===== config.mk =====
export PLATFORM = sky130hd
export DESIGN_NAME = km2d_div
export DESIGN_NICKNAME = d
export VERILOG_FILES = /design/src/rtl/km2d_div.sv
export SDC_FILE = /design/constraint.sdc
export NUM_CORES = 1
export LEC_CHECK = 0
export BUFFER_PORTS_ARGS = -buffer_cell sky130_fd_sc_hd__buf_2
export CAP_MARGIN = 10
export CORE_UTILIZATION = 51
export DETAILED_ROUTE_END_ITERATION = 8
export PLACE_DENSITY_LB_ADDON = 0.15
export SLEW_MARGIN = 20
export SYNTH_ARGS = -nofsm -noshare
export SYNTH_HDL_FRONTEND = slang
export SYNTH_SLANG_ARGS = --single-unit

===== constraint.sdc =====
create_clock -name clk -period 4.8 [get_ports clk]
set_input_delay 0 -clock clk [delete_from_list [all_inputs] [get_ports clk]]
set_output_delay 0 -clock clk [all_outputs]
set_load 0.1 [all_outputs]

===== src/rtl/km2d_div.sv =====
// signed by unsigned restoring divider, one quotient bit a cycle
`default_nettype none
module km2d_div #(
  parameter int NW  = 27,
  parameter int DVW = 11
) (
  input  logic                 clk,
  input  logic                 rst,
  input  logic                 start,
  input  logic signed [NW-1:0] num,
  input  logic [DVW-1:0]       den,
  output logic                 done,
  output logic signed [NW-1:0] quot
);

  localparam int CTW = $clog2(NW + 1);

  logic            busy, neg;
  logic [CTW-1:0]  cnt;
  logic [NW-1:0]   a, a_next;
  logic [DVW-1:0]  rem, rem_next;
  logic [DVW:0]    rs;
  logic            fit;

  // one restoring step
  assign rs       = {rem, a[NW-1]};
  assign fit      = rs >= {1'b0, den};
  assign rem_next = fit ? DVW'(rs - {1'b0, den}) : rs[DVW-1:0];
  assign a_next   = {a[NW-2:0], fit};

  always_ff @(posedge clk) begin
    if (rst) begin
      busy <= 1'b0;
      done <= 1'b0;
    end else begin
      done <= 1'b0;
      if (start) begin
        busy <= 1'b1;
        neg  <= num[NW-1];
        a    <= num[NW-1] ? $unsigned(-num) : $unsigned(num);
        rem  <= '0;
        cnt  <= CTW'(NW);
      end else if (busy) begin
        a   <= a_next;
        rem <= rem_next;
        cnt <= cnt - CTW'(1);
        if (cnt == CTW'(1)) begin
          busy <= 1'b0;
          done <= 1'b1;
          quot <= neg ? -$signed(a_next) : $signed(a_next);
        end
      end
    end
  end

endmodule
`default_nettype wire


* Word-level counts from Yosys, hierarchy flattened *
Index checks and enable logic that the tools add are counted.

word-level totals
  register bits after elaboration = 73
  bits of input ports = 41
  output and inout port bits = 28

cells by class
  add/sub/neg operators = 4
  order comparisons = 1
  eq/ne operators = 1
  mux-type cells = 11
  bitwise logic cells = 3
  reductions and logical operators = 5

operators by type and width
  operator                                                                count
  27-bit 2-to-1 mux                                                       4
  27-bit negation                                                         2
  11-bit 2-to-1 mux                                                       2
  12-bit by 11-bit greater-or-equal comparator with 1-bit output          1
  11-bit subtractor                                                       1
  5-bit by 1-bit equality test with 1-bit output (second input constant)  1
  5-bit 2-to-1 mux                                                        1
  5-bit by 1-bit subtractor with 5-bit output (second input constant)     1
  1-bit 2-to-1 mux                                                        4
  2-bit AND reduction                                                     2
  4-bit AND reduction                                                     1
  1-bit NOT                                                               3
  3-bit OR reduction                                                      1
  2-bit nonzero test                                                      1

* Logic depth before layout (Yosys ltp) *
  depth in word-level cells = 4
  mapped depth = 15
  mapped depth without buffers = 14

* Worst setup path after synthesis *
OpenSTA, ideal clock, no wires.

  kind = register -> register
  start point = register cnt[1]
  end point = register quot[0] (enable)
  library setup time = 0.490 ns
  arrival = 3.588 ns
  required time = 4.310 ns
  setup slack = 0.722 ns
  stages on the path, launching flop included = 5
  path buffers = 0
  path through = edfxtp_1 > inv_1 > ha_1 > nand3b_1 > nor4b_1

on the way
  longest elaborated chain between the ends = 2

ends and longest elaborated chain
  element                                         RTL line  source
  start, declared                                 19        logic [CTW-1:0] cnt;
  start signal, assigned                          42        cnt <= CTW'(NW);
  start signal, assigned                          46        cnt <= cnt - CTW'(1);
  5-bit by 1-bit equality test with 1-bit output  47        if (cnt == CTW'(1)) begin
  4-bit AND reduction (no line)                   -
  end signal, assigned                            50        quot <= neg ? -$signed(a_next) : $signed(a_next);
  end, declared                                   13        output logic signed [NW-1:0] quot

Every way passes these cells.
A chain may end at the register's enable or synchronous reset.

* Final worst setup path *
  start point = register rem[4]
  end point = register quot[26], data pin

on the way
  longest elaborated chain between the ends = 3

ends and longest elaborated chain
  element                                                         RTL line  source
  start, declared                                                 21        logic [DVW-1:0] rem, rem_next;
  start signal, assigned                                          45        rem <= rem_next;
  12-bit by 11-bit greater-or-equal comparator with 1-bit output  27        assign fit = rs >= {1'b0, den};
  27-bit negation                                                 50
  27-bit 2-to-1 mux                                               50

Every way passes these cells.

==> reports/metrics.yaml <==
status: "finished, final reports clean"
end_kind: "flip-flop"
synth_compound_area_share_pct: 14.7
synth_warnings: 0
whs_path_depth: 2
worstPathArrival_ns: 3.84
p_leak_nw: 2.00
yosysSeqAreaShare_pct: 47.9
synth_top_cell_area_share_pct: 47.1
critPathKind: "flip-flop to flip-flop"
setup_ws_ns: 1.06
grt_pass1_wl_um: 14800
post-cts-setup-buffer-count: 0
p_comb_share_pct: 19.4
ys.flop_type: "edfxtp_1"
io_buffers: 68
clk_path_buf_depth: 2
dieArea_um2: 9260
critPathMaxFanout: 12
synth_edf_count: 71
synth_top_cell_by_area: "edfxtp_1"
p_seq_share_pct: 47.6
cts.sinks: 73
finalNetCount: 556
synth_top_family_by_area: "simple AND/OR/NAND/NOR gates"
remaining_drc_errors: 0
syn_to_final_growth_pct: 15.6
dp_slack_ns: 1.10
synth_xor_area_share_pct: 10.1
cts_root_buffer: "clkbuf_8"
setup_viol: 0
antenna_found_initial: 0
dieWidth_um: 96.3
slew_headroom_pct: 38.2
required_ns: 4.90
grt_pass1_vias: 3026
hold_start: "start"
instances_no_fill: 611
switchingPower_w: 0.000451
firstDrtPassIters: 4
place_congestion: 0.832
reg2reg_to: "quot[26]"
hold_viol: 0
coreArea_um2: 8680
rsz0062_at_grt: "no"
cts_tree: "built"
yosys_register_bits: 73
finalCritPeriodShare_pct: 77.9
start_util_pct: 52.2
num_antenna_cells: 0
wl_um: 9330
synthesis.area_um2: 4530
syn-instance-count: 429
pwr_density_cell_nw_per_um2: 315
drtIter0Drc: 164
peakVddDrop_mv: 0.148
internal-power_w: 0.00120
async_flop_share_pct: 0
final_max_slew_viol_count: 0
cp-start-kind: "flip-flop"
synthSimpleGateAreaFrac_pct: 16.0
insertion_delay_ns: 0.35
grt.overflow.total: 0
synth_mux_area_share_pct: 3.12
hold_end: "done"
synth_area_leaders: "edfxtp_1 (47%), xnor2_1 (7.2%), ha_1 (4.4%), nor2_1 (3.1%), a21oi_1 (3.0%)"
die_h_um: 96.3
r2r-start: "rem[4]"
track_usage_pct: 21.3
wl_per_cell_um: 15.3
cap_viol_max_count: 0
r2r.worst_path.cells: 12
grt_max_degree: 48
dp_hpwl_um: 6930
holdBufCountCts: 2
syn-num-nets: 487
htreeDepth: 3
fmax_mhz: 267
synth_adder_area_share_pct: 4.86
cts_buffers: 9
clkTransAtPathRegs_ns: 0.08
worstHoldPathType: "primary input to flip-flop"
finalPower_w: 0.00165
worst_pin_slew_ns: 0.921
crit_path_max_incr_delay_ns: 0.47
via_count: 3387
cts_resized: 0
setup_tns_ns: 0
r2r_setup_slack_ns: 1.06
synth_cell_type_count: 52
placementRows: 34
pwr-share-clk_pct: 33.0
ant_nets: 0
syn_avg_cell_area_um2: 10.6
skew_ns: 0.0114
swShare_pct: 27.4
ios: 69
finalCriticalPeriod_ns: 3.74
nFillCells: 745
vias_per_cell: 5.54
place_inst: 593
crit_chain: "ha_1 > a21oi_1 > o21ai_0 > nor3_1 > a21oi_1 > inv_1 > ha_1 > nand3_1 > or3_1 > or4_4 > o31ai_2 > xnor2_1"
crit_path_top_delay_cell: "or4_4"
drive_gt1_share_pct: 22.7
utilization_pct: 60.3
-- layer usage --
layer	vias up	global-route usage [%]	wire length [µm]
li1	1719	-	-
met1	1574	31.5	4720
met2	87	32.4	4080
met3	7	3.79	450
met4	0	4.85	79
met5	-	0	0
-- cell usage after synthesis (all sizes together), types with 7 or more instances --
master,count
inv,24
edfxtp,71
xor2,15
ha,16
clkbuf,12
nand2,31
nand2b,7
o31ai,16
o41ai,13
or3,14
xnor2,37
o21ai,22
mux2,9
nor2,38
nor3,8
a21oi,27
or4,7
-- registers in the layout, indices dropped and copies added (netlist names) --
signal  flops
neg         1
quot       27
busy        1
cnt         5
rem        11
a          27
done        1
-- critical path, delay by kind of cell (launching register included) --
kind	cells	cell delay (ns)
flops	1	0.40
xor+xnor	1	0.09
fa+ha+maj	2	0.62
buf+inv	1	0.38
compound gates	4	0.71
simple gates	4	1.28
-- power groups by stage --
stage / Clock [W] / Sequential [W] / Combinational, W
final: 0.000544 / 0.000785 / 0.000321
after global routing: 0.000570 / 0.000790 / 0.000360
after CTS: 0.000547 / 0.000784 / 0.000321
after detailed placement: 0 / 0.000799 / 0.000318
after global placement: 0 / 0.000797 / 0.000310
after floorplan: 0 / 0.000787 / 0.000236
-- per-stage QoR --
stage          instance area, µm²  hold WS [ns]
6_report                     5240        0.0235
5_1_grt                      5240        0.0322
4_1_cts                      5240        0.0260
3_5_place_dp                 4990         0.268
3_3_place_gp                 4990         0.263
2_1_floorplan                4530        0.0773
-- cells by family (layout without fill, tap and decap cells) --
| group | after synthesis | count (layout) |
|---|---|---|
| adder cells (fa/ha/maj) | 17 | 17 |
| XOR/XNOR | 52 | 52 |
| AND/OR/NAND/NOR | 137 | 137 |
| flip-flops | 73 | 73 |
| AO/OA/AOI/OAI | 97 | 97 |
| buffers and inverters | 40 | 114 |
| multiplexers | 13 | 13 |
-- how the worst max path moves through the flow --
stage                       from  endpoint  slack, ns
after floorplan           cnt[1]   quot[0]       0.72
after global placement    rem[4]  quot[26]       1.21
after detailed placement  rem[4]  quot[26]       1.10
after CTS                 rem[4]  quot[26]       1.07
after global routing      rem[8]  quot[26]       0.87
final                     rem[4]  quot[26]       1.06
-- layout make-up --
| class | count | area [µm²] | area share [%] |
|---|---|---|---|
| Multi-Input combinational cell | 316 | 2220 | 42.4 |
| Sequential cell | 73 | 2170 | 41.5 |
| Inverter | 24 | 90.1 | 1.72 |
| Clock buffer | 10 | 138 | 2.63 |
| Clock inverter | 6 | 90.1 | 1.72 |
| Timing Repair Buffer | 74 | 390 | 7.46 |
| Tap cell | 108 | 135 | 2.58 |
-- cell usage in the layout, fill, tap and decap left out, types with 9 or more instances in the layout --
master	synthesis	routed
clkbuf_8	0	10
o31ai_1	13	13
o21ai_0	22	22
edfxtp_1	71	71
xnor2_1	37	37
a21oi_1	27	27
or3_1	13	13
mux2_2	9	9
inv_1	24	24
xor2_1	15	15
nor2_1	38	37
nand2_1	31	31
ha_1	16	16
buf_2	1	68
o41ai_1	12	12
Power figures use the tool's default switching activity.
