--- config.mk ---
export PLATFORM = sky130hd
export DESIGN_NAME = km2d_cell
export DESIGN_NICKNAME = d
export VERILOG_FILES = /design/src/rtl/km2d_pkg.sv /design/src/rtl/km2d_cell.sv
export SDC_FILE = /design/constraint.sdc
export NUM_CORES = 2
export LEC_CHECK = 0
export BUFFER_PORTS_ARGS = -buffer_cell sky130_fd_sc_hd__buf_2
export CAP_MARGIN = 20
export CORE_UTILIZATION = 55
export DETAILED_ROUTE_END_ITERATION = 8
export GPL_TIMING_DRIVEN = 0
export PLACE_DENSITY = 0.75
export SYNTH_ARGS = -nofsm -noshare
export SYNTH_HDL_FRONTEND = slang
export SYNTH_SLANG_ARGS = --single-unit
--- constraint.sdc ---
create_clock -name clk -period 11.8 [get_ports clk]
set_input_delay 1.77 -clock clk [delete_from_list [all_inputs] [get_ports clk]]
set_output_delay 1.77 -clock clk [all_outputs]
set_load 0.01 [all_outputs]
--- src/rtl/km2d_pkg.sv ---
// shared types and constants of the 2d k-means block
`default_nettype none
package km2d_pkg;

  localparam int CW        = 16;          // coordinate width
  localparam int NK        = 8;           // centroid cells
  localparam int KW        = 3;           // centroid index width
  localparam int CLW       = 4;           // cluster mark width
  localparam int IDXW      = 10;          // index field width
  localparam int DISTW     = 2 * CW + 3;  // squared distance width
  localparam int DRAIN_CYC = 2 * NK + 4;  // chain latency plus margin
  localparam int DRW       = 5;
  localparam logic [CLW-1:0] UNASSIGNED = 4'd8;

  typedef enum logic [2:0] {
    OP_LOAD_POINT = 3'd0,
    OP_SET_CENT   = 3'd1,
    OP_RUN        = 3'd2,
    OP_READ_CLUS  = 3'd3,
    OP_READ_CENT  = 3'd4
  } op_t;

  typedef enum logic [1:0] {
    REG_NUM_CLUSTERS = 2'd0,
    REG_MAX_ITER     = 2'd1,
    REG_POINT_COUNT  = 2'd2
  } reg_idx_t;

  typedef enum logic [3:0] {
    S_CLEAR, S_IDLE, S_PASS, S_FEED, S_DRAIN, S_MOVE, S_DIVX, S_DIVY, S_NEXT
  } state_t;

  // point traveling down the centroid chain
  typedef struct packed {
    logic                  valid;
    logic signed [CW-1:0]  x;
    logic signed [CW-1:0]  y;
    logic [CLW-1:0]        mark;
    logic [IDXW-1:0]       pidx;
    logic [DISTW-1:0]      best_d;
    logic [KW-1:0]         best;
  } token_t;

  // control broadcast to all cells
  typedef struct packed {
    logic          clear;
    logic          acc_en;
    logic [KW-1:0] acc_sel;
    logic          wr_en;
    logic [KW-1:0] wr_sel;
  } cell_ctrl_t;

endpackage
`default_nettype wire

--- src/rtl/km2d_cell.sv ---
// one centroid cell: distance compare stage pair plus member accumulators
`default_nettype none
module km2d_cell import km2d_pkg::*; #(
  parameter int CELL_ID = 0,
  parameter int SUMW    = 27,
  parameter int CNTW    = 11
) (
  input  logic                   clk,
  input  logic                   rst,
  input  logic                   active,
  input  cell_ctrl_t             ctrl,
  input  logic signed [CW-1:0]   wr_x,
  input  logic signed [CW-1:0]   wr_y,
  input  logic signed [CW-1:0]   acc_x,
  input  logic signed [CW-1:0]   acc_y,
  input  token_t                 tok_in,
  output token_t                 tok_out,
  output logic signed [CW-1:0]   cent_x,
  output logic signed [CW-1:0]   cent_y,
  output logic signed [SUMW-1:0] sum_x,
  output logic signed [SUMW-1:0] sum_y,
  output logic [CNTW-1:0]        count
);

  localparam logic [KW-1:0] ID = KW'(CELL_ID);

  logic signed [CW:0]       dx, dy;
  logic signed [2*CW+1:0]   px, py;
  logic [2*CW+1:0]          sqx, sqy;
  token_t                   tok_a;
  logic [DISTW-1:0]         dsum;
  logic                     take;

  // stage a: squared differences
  assign dx = {tok_in.x[CW-1], tok_in.x} - {cent_x[CW-1], cent_x};
  assign dy = {tok_in.y[CW-1], tok_in.y} - {cent_y[CW-1], cent_y};
  assign px = dx * dx;
  assign py = dy * dy;

  always_ff @(posedge clk) begin
    if (rst) begin
      tok_a.valid <= 1'b0;
    end else begin
      tok_a <= tok_in;
      sqx   <= $unsigned(px);
      sqy   <= $unsigned(py);
    end
  end

  // stage b: sum and compare against best so far
  assign dsum = {1'b0, sqx} + {1'b0, sqy};
  assign take = active && ((CELL_ID == 0) || (dsum < tok_a.best_d));

  always_ff @(posedge clk) begin
    if (rst) begin
      tok_out.valid <= 1'b0;
    end else begin
      tok_out <= tok_a;
      if (take) begin
        tok_out.best_d <= dsum;
        tok_out.best   <= ID;
      end
    end
  end

  // centroid register
  always_ff @(posedge clk) begin
    if (ctrl.wr_en && ctrl.wr_sel == ID) begin
      cent_x <= wr_x;
      cent_y <= wr_y;
    end
  end

  // member sums and count
  always_ff @(posedge clk) begin
    if (rst || ctrl.clear) begin
      sum_x <= '0;
      sum_y <= '0;
      count <= '0;
    end else if (ctrl.acc_en && ctrl.acc_sel == ID) begin
      sum_x <= sum_x + {{(SUMW-CW){acc_x[CW-1]}}, acc_x};
      sum_y <= sum_y + {{(SUMW-CW){acc_y[CW-1]}}, acc_y};
      count <= count + CNTW'(1);
    end
  end

endmodule
`default_nettype wire

After elaboration in Yosys (flattened, before gate mapping)
Cells that the tools add are included.
W data, S select, Z words.

storage, ports and cells
  flip-flop bits (word level) = 335
  latch bits = 0
  memory bits (writable) = 0
  bits in read-only memories = 0
  input bits = 161
  output and inout bits = 182
  logic and storage cells = 35
  memories = 0

cells by class
  add/subtract/negate cells = 6
  $mul = 2
  divide/modulo/power cells = 0
  magnitude comparators = 0
  eq/ne operators = 0
  shift-type cells = 0
  muxes and demuxes = 1
  bitwise operators = 0
  reductions and logical operators = 5

operator list
  operator                 number
  $mul A17 B17 Y34         2
  $add A27 B27 Y27         2
  $mux W38                 1
  $add A34 B34 Y35         1
  $sub A16 B16 Y17         2
  $add A11 B1 Y11 const B  1
  $logic_not A3 Y1         2
  $logic_and A1 B1 Y1      2
  $logic_or A1 B1 Y1       1

Depth between registers and ports, before layout
  depth in word-level cells = 2
  gate-level depth with buffers = 38
  depth with buffers taken out = 36

Least setup slack after synthesis
OpenSTA, ideal clock, no wires.

  path type = input port to flip-flop
  start point = in tok_in[52] (netlist bit)
  end point = reg sqy[31] (data pin)
  setup time = 0.272 ns
  data arrival time = 9.460 ns
  required time = 11.528 ns
  setup slack = 2.067 ns
  stages on the path = 34
  path buffers = 1
  path through = inv_1 -> ha_1 -> fa_1 -> nor2b_1 -> o21ai_0 -> a21boi_0 -> o211ai_1 -> a21boi_0 -> o21ai_0 -> a21oi_1 -> a211o_1 -> o21ai_1 -> inv_1 -> clkbuf_1 -> nor2_1 -> fa_1 -> inv_1 -> fa_1 -> inv_1 -> fa_1 -> fa_1 -> fa_1 -> inv_1 -> fa_1 -> inv_1 -> ha_1 -> or3_1 -> o21ai_0 -> nor3b_1 -> o21ai_0 -> a2111oi_0 -> o31ai_1 -> a211oi_1 -> nor3_1

between the ends
  word-level cells in the longest chain between the ends = 2

ends and longest elaborated chain
  what                  RTL line         source
  start, declared       km2d_cell.sv:16  input token_t tok_in,
  $sub A16 B16 Y17      km2d_cell.sv:36  assign dy = {tok_in.y[CW-1], tok_in.y} - {cent_y[CW-1], cent_y};
  $mul A17 B17 Y34      km2d_cell.sv:38  assign py = dy * dy;
  via py[31]            km2d_cell.sv:28  logic signed [2*CW+1:0] px, py;
  end signal, assigned  km2d_cell.sv:46  sqy <= $unsigned(py);
  end, declared         km2d_cell.sv:29  logic [2*CW+1:0] sqx, sqy;

The timed path passes the listed nets, and every way through them passes these cells.
A chain may end at the register's enable or synchronous reset.

Worst setup path in the final report
Same ends and word-level chain as after synthesis.

==> impl_metrics.yaml <==
clocking:
  cts.sinks: 333
  clk_latency_ns: 0.60
  tritoncts: "done"
  cts_buffers: 40
  h-tree-depth: 2
  clk_pin_slew_worst_paths_ns: 0.06
  clock_path_buffers: 3
  ctsHoldBuffers: 0
  root_buffer: "clkbuf_16"
  cts_resized: 0
  cts_setup_buffers: 0
worst_hold_path:
  min_from: "tok_a[53]"
  hold_class: "flop to flop"
grt:
  antenna_found_initial: 10
  grt_pass1_vias: 25300
  grt_overflow: 0
  grt_first_pass_wirelength_um: 128000
  grt_max_degree: 102
  grt.total_usage_pct: 25.4
synth:
  synth-edff-count: 266
  syn_area_um2: 34900
  synth.avg_cell_area_um2: 10.3
  synth_top_area_share_pct: 31.1
  synth_cells: 3406
  post-synth-top-area-cell: "fa_1"
  ys_top_cells_by_area: "fa_1 31%, edfxtp_1 23%, ha_1 10%"
  ys.flop_type: "edfxtp_1"
  async_flop_share_pct: 0
  synth_cell_types: 74
  synth-seq-cells: 333
  yosys_warnings: 0
  synth-seq-area-share_pct: 26.7
  synth_nets: 4397
floorplan:
  die_x_um: 254
  die-area_um2: 64600
  die_h_um: 254
  initial_utilization_pct: 55.5
  rows: 92
  io_pins: 343
  coreArea_um2: 63000
flow_run:
  maxCapViolations: 0
timing:
  layout_min_cycle_time_ns: 10.85
  fin_worst_skew_ns: 0.0228
  worst_pin_slew_ns: 1.16
  hold_ws_ns: 0.413
  fin_setup_tns_ns: 0
  hold_viol: 0
  period_share_pct: 92.0
  slew_headroom_pct: 22.3
  maxSlewViolCount: 0
  setup_viol: 0
  max_freq_mhz: 92.1
  rsz0062_at_grt: "false"
setup_path:
  path_class: "input port to flop"
  critPathMaxFanout: 10
  critPathSlowestCell: "xor2_1"
  critPathArrivalTime_ns: 11.16
  reg2reg_from: "cent_y[0]"
  max_stage_delay_ns: 0.77
  cp-start-kind: "input port"
  cp-startpoint: "tok_in[52]"
  cp.required_ns: 12.11
  end_kind: "flop"
routing:
  vias: 25000
  detail_route.first_pass.iterations: 5
  wire_per_inst_um: 17.0
  drc: 0
  drt_iter0_drc: 1491
  vias_per_cell: 5.35
  ant_nets: 0
  routed_wl_um: 79500
final_layout:
  fin_cells: 4678
  nFillCells: 5264
  fin_nets: 4789
  design_area_um2: 39200
  seq_area_um2: 9330
  area_delta_synth_final_pct: 12.1
  drive_gt1_share_pct: 12.3
  multiInputGateArea_um2: 22700
placement:
  io_buffers: 341
  placed_area_um2: 37800
  place_congestion: 0.963
  place_hpwl_um: 64300
  place_inst: 4601
run_status:
  status: "finished clean"
## layer usage
layer	up-vias	part of all wire [%]	track usage (%)	wire, um
met2	743	49	43.0	39100
li1	11700	-	-	-
met3	169	7.0	4.81	5590
met4	14	3.0	8.33	2360
met1	12400	41	32.7	32300
met5	-	0.12	0	97
## kinds of logic after synthesis
group	synth area share [%]
xor gates and xnor gates	4.29
and+or+nand+nor	9.62
muxes	0.985
buffers and inverters	8.55
adders and majority gates	41.4
AOI/OAI and AO/OA	8.49
DFF	26.7
## layout make-up
class                           count  share of cell area [%]
Timing Repair Buffer              350                    4.64
Clock inverter                     27                   0.709
Sequential cell                   333                    23.8
Tap cell                          846                    2.70
Multi-Input combinational cell   2278                    57.8
Antenna cell                        2                  0.0128
Inverter                          719                    6.91
Clock buffer                       47                    2.68
Buffer                             76                   0.738
## cell usage after synthesis (all sizes together), types with 5 or more instances
cell,number
or2,8
a21o,60
nand3b,5
clkbuf,72
o31ai,13
nor2b,32
o21a,21
a211oi,17
nand3,35
o21ai,88
xor2,55
a211o,5
o21bai,12
dfxtp,67
and3,18
edfxtp,266
o22ai,5
fa,543
a21boi,7
inv,715
or3,18
and2,5
mux2,27
nor3,25
a21oi,179
ha,287
a31oi,11
xnor2,116
nor2,265
o211ai,12
nand2,321
nand2b,26
and4,5
## path summary, 6_finish.rpt
path	endpoint	slack (ns)	depth (start not counted)
worst max-delay path	sqy[31]	0.95	37
worst min-delay path	tok_out[53]	0.41	0
worst max register to register	sqy[31]	1.82	35
worst min register to register	tok_out[53]	0.41	0
## sequential cells by signal (all words and copies together), names as in the netlist
signal,flops
sum_y,27
sum_x,27
cent_x,16
tok_a,85
sqy,33
sqx,33
cent_y,16
count,11
tok_out,85
## cells in the final DEF, fill, tap and decap left out, types with 67 or more instances in the layout
master / n
fa_1: 543
edfxtp_1: 266
clkbuf_1: 78
o21ai_0: 84
a21oi_1: 179
dfxtp_1: 67
xnor2_1: 115
nor2_1: 265
buf_2: 344
inv_1: 710
nand2_1: 321
ha_1: 287
## worst max-delay path, delay by kind of cell
| kind | cells | cell delay, ns |
|---|---|---|
| and+or+nand+nor | 5 | 0.79 |
| adders and majority gates | 9 | 3.85 |
| xor gates and xnor gates | 1 | 0.77 |
| buffers and inverters | 9 | 0.89 |
| AOI/OAI and AO/OA | 13 | 3.11 |
## stage by stage
step                      worst slack, ns  utilization, %
after floorplan                      2.07               -
after global placement              0.605            59.9
after detailed placement            0.485            60.1
after CTS                            1.07            62.2
after global routing                0.410            62.2
final                               0.946            62.2
Power is not shown: default switching activity piles up to over one toggle a cycle in this logic, so the estimate is an artifact.
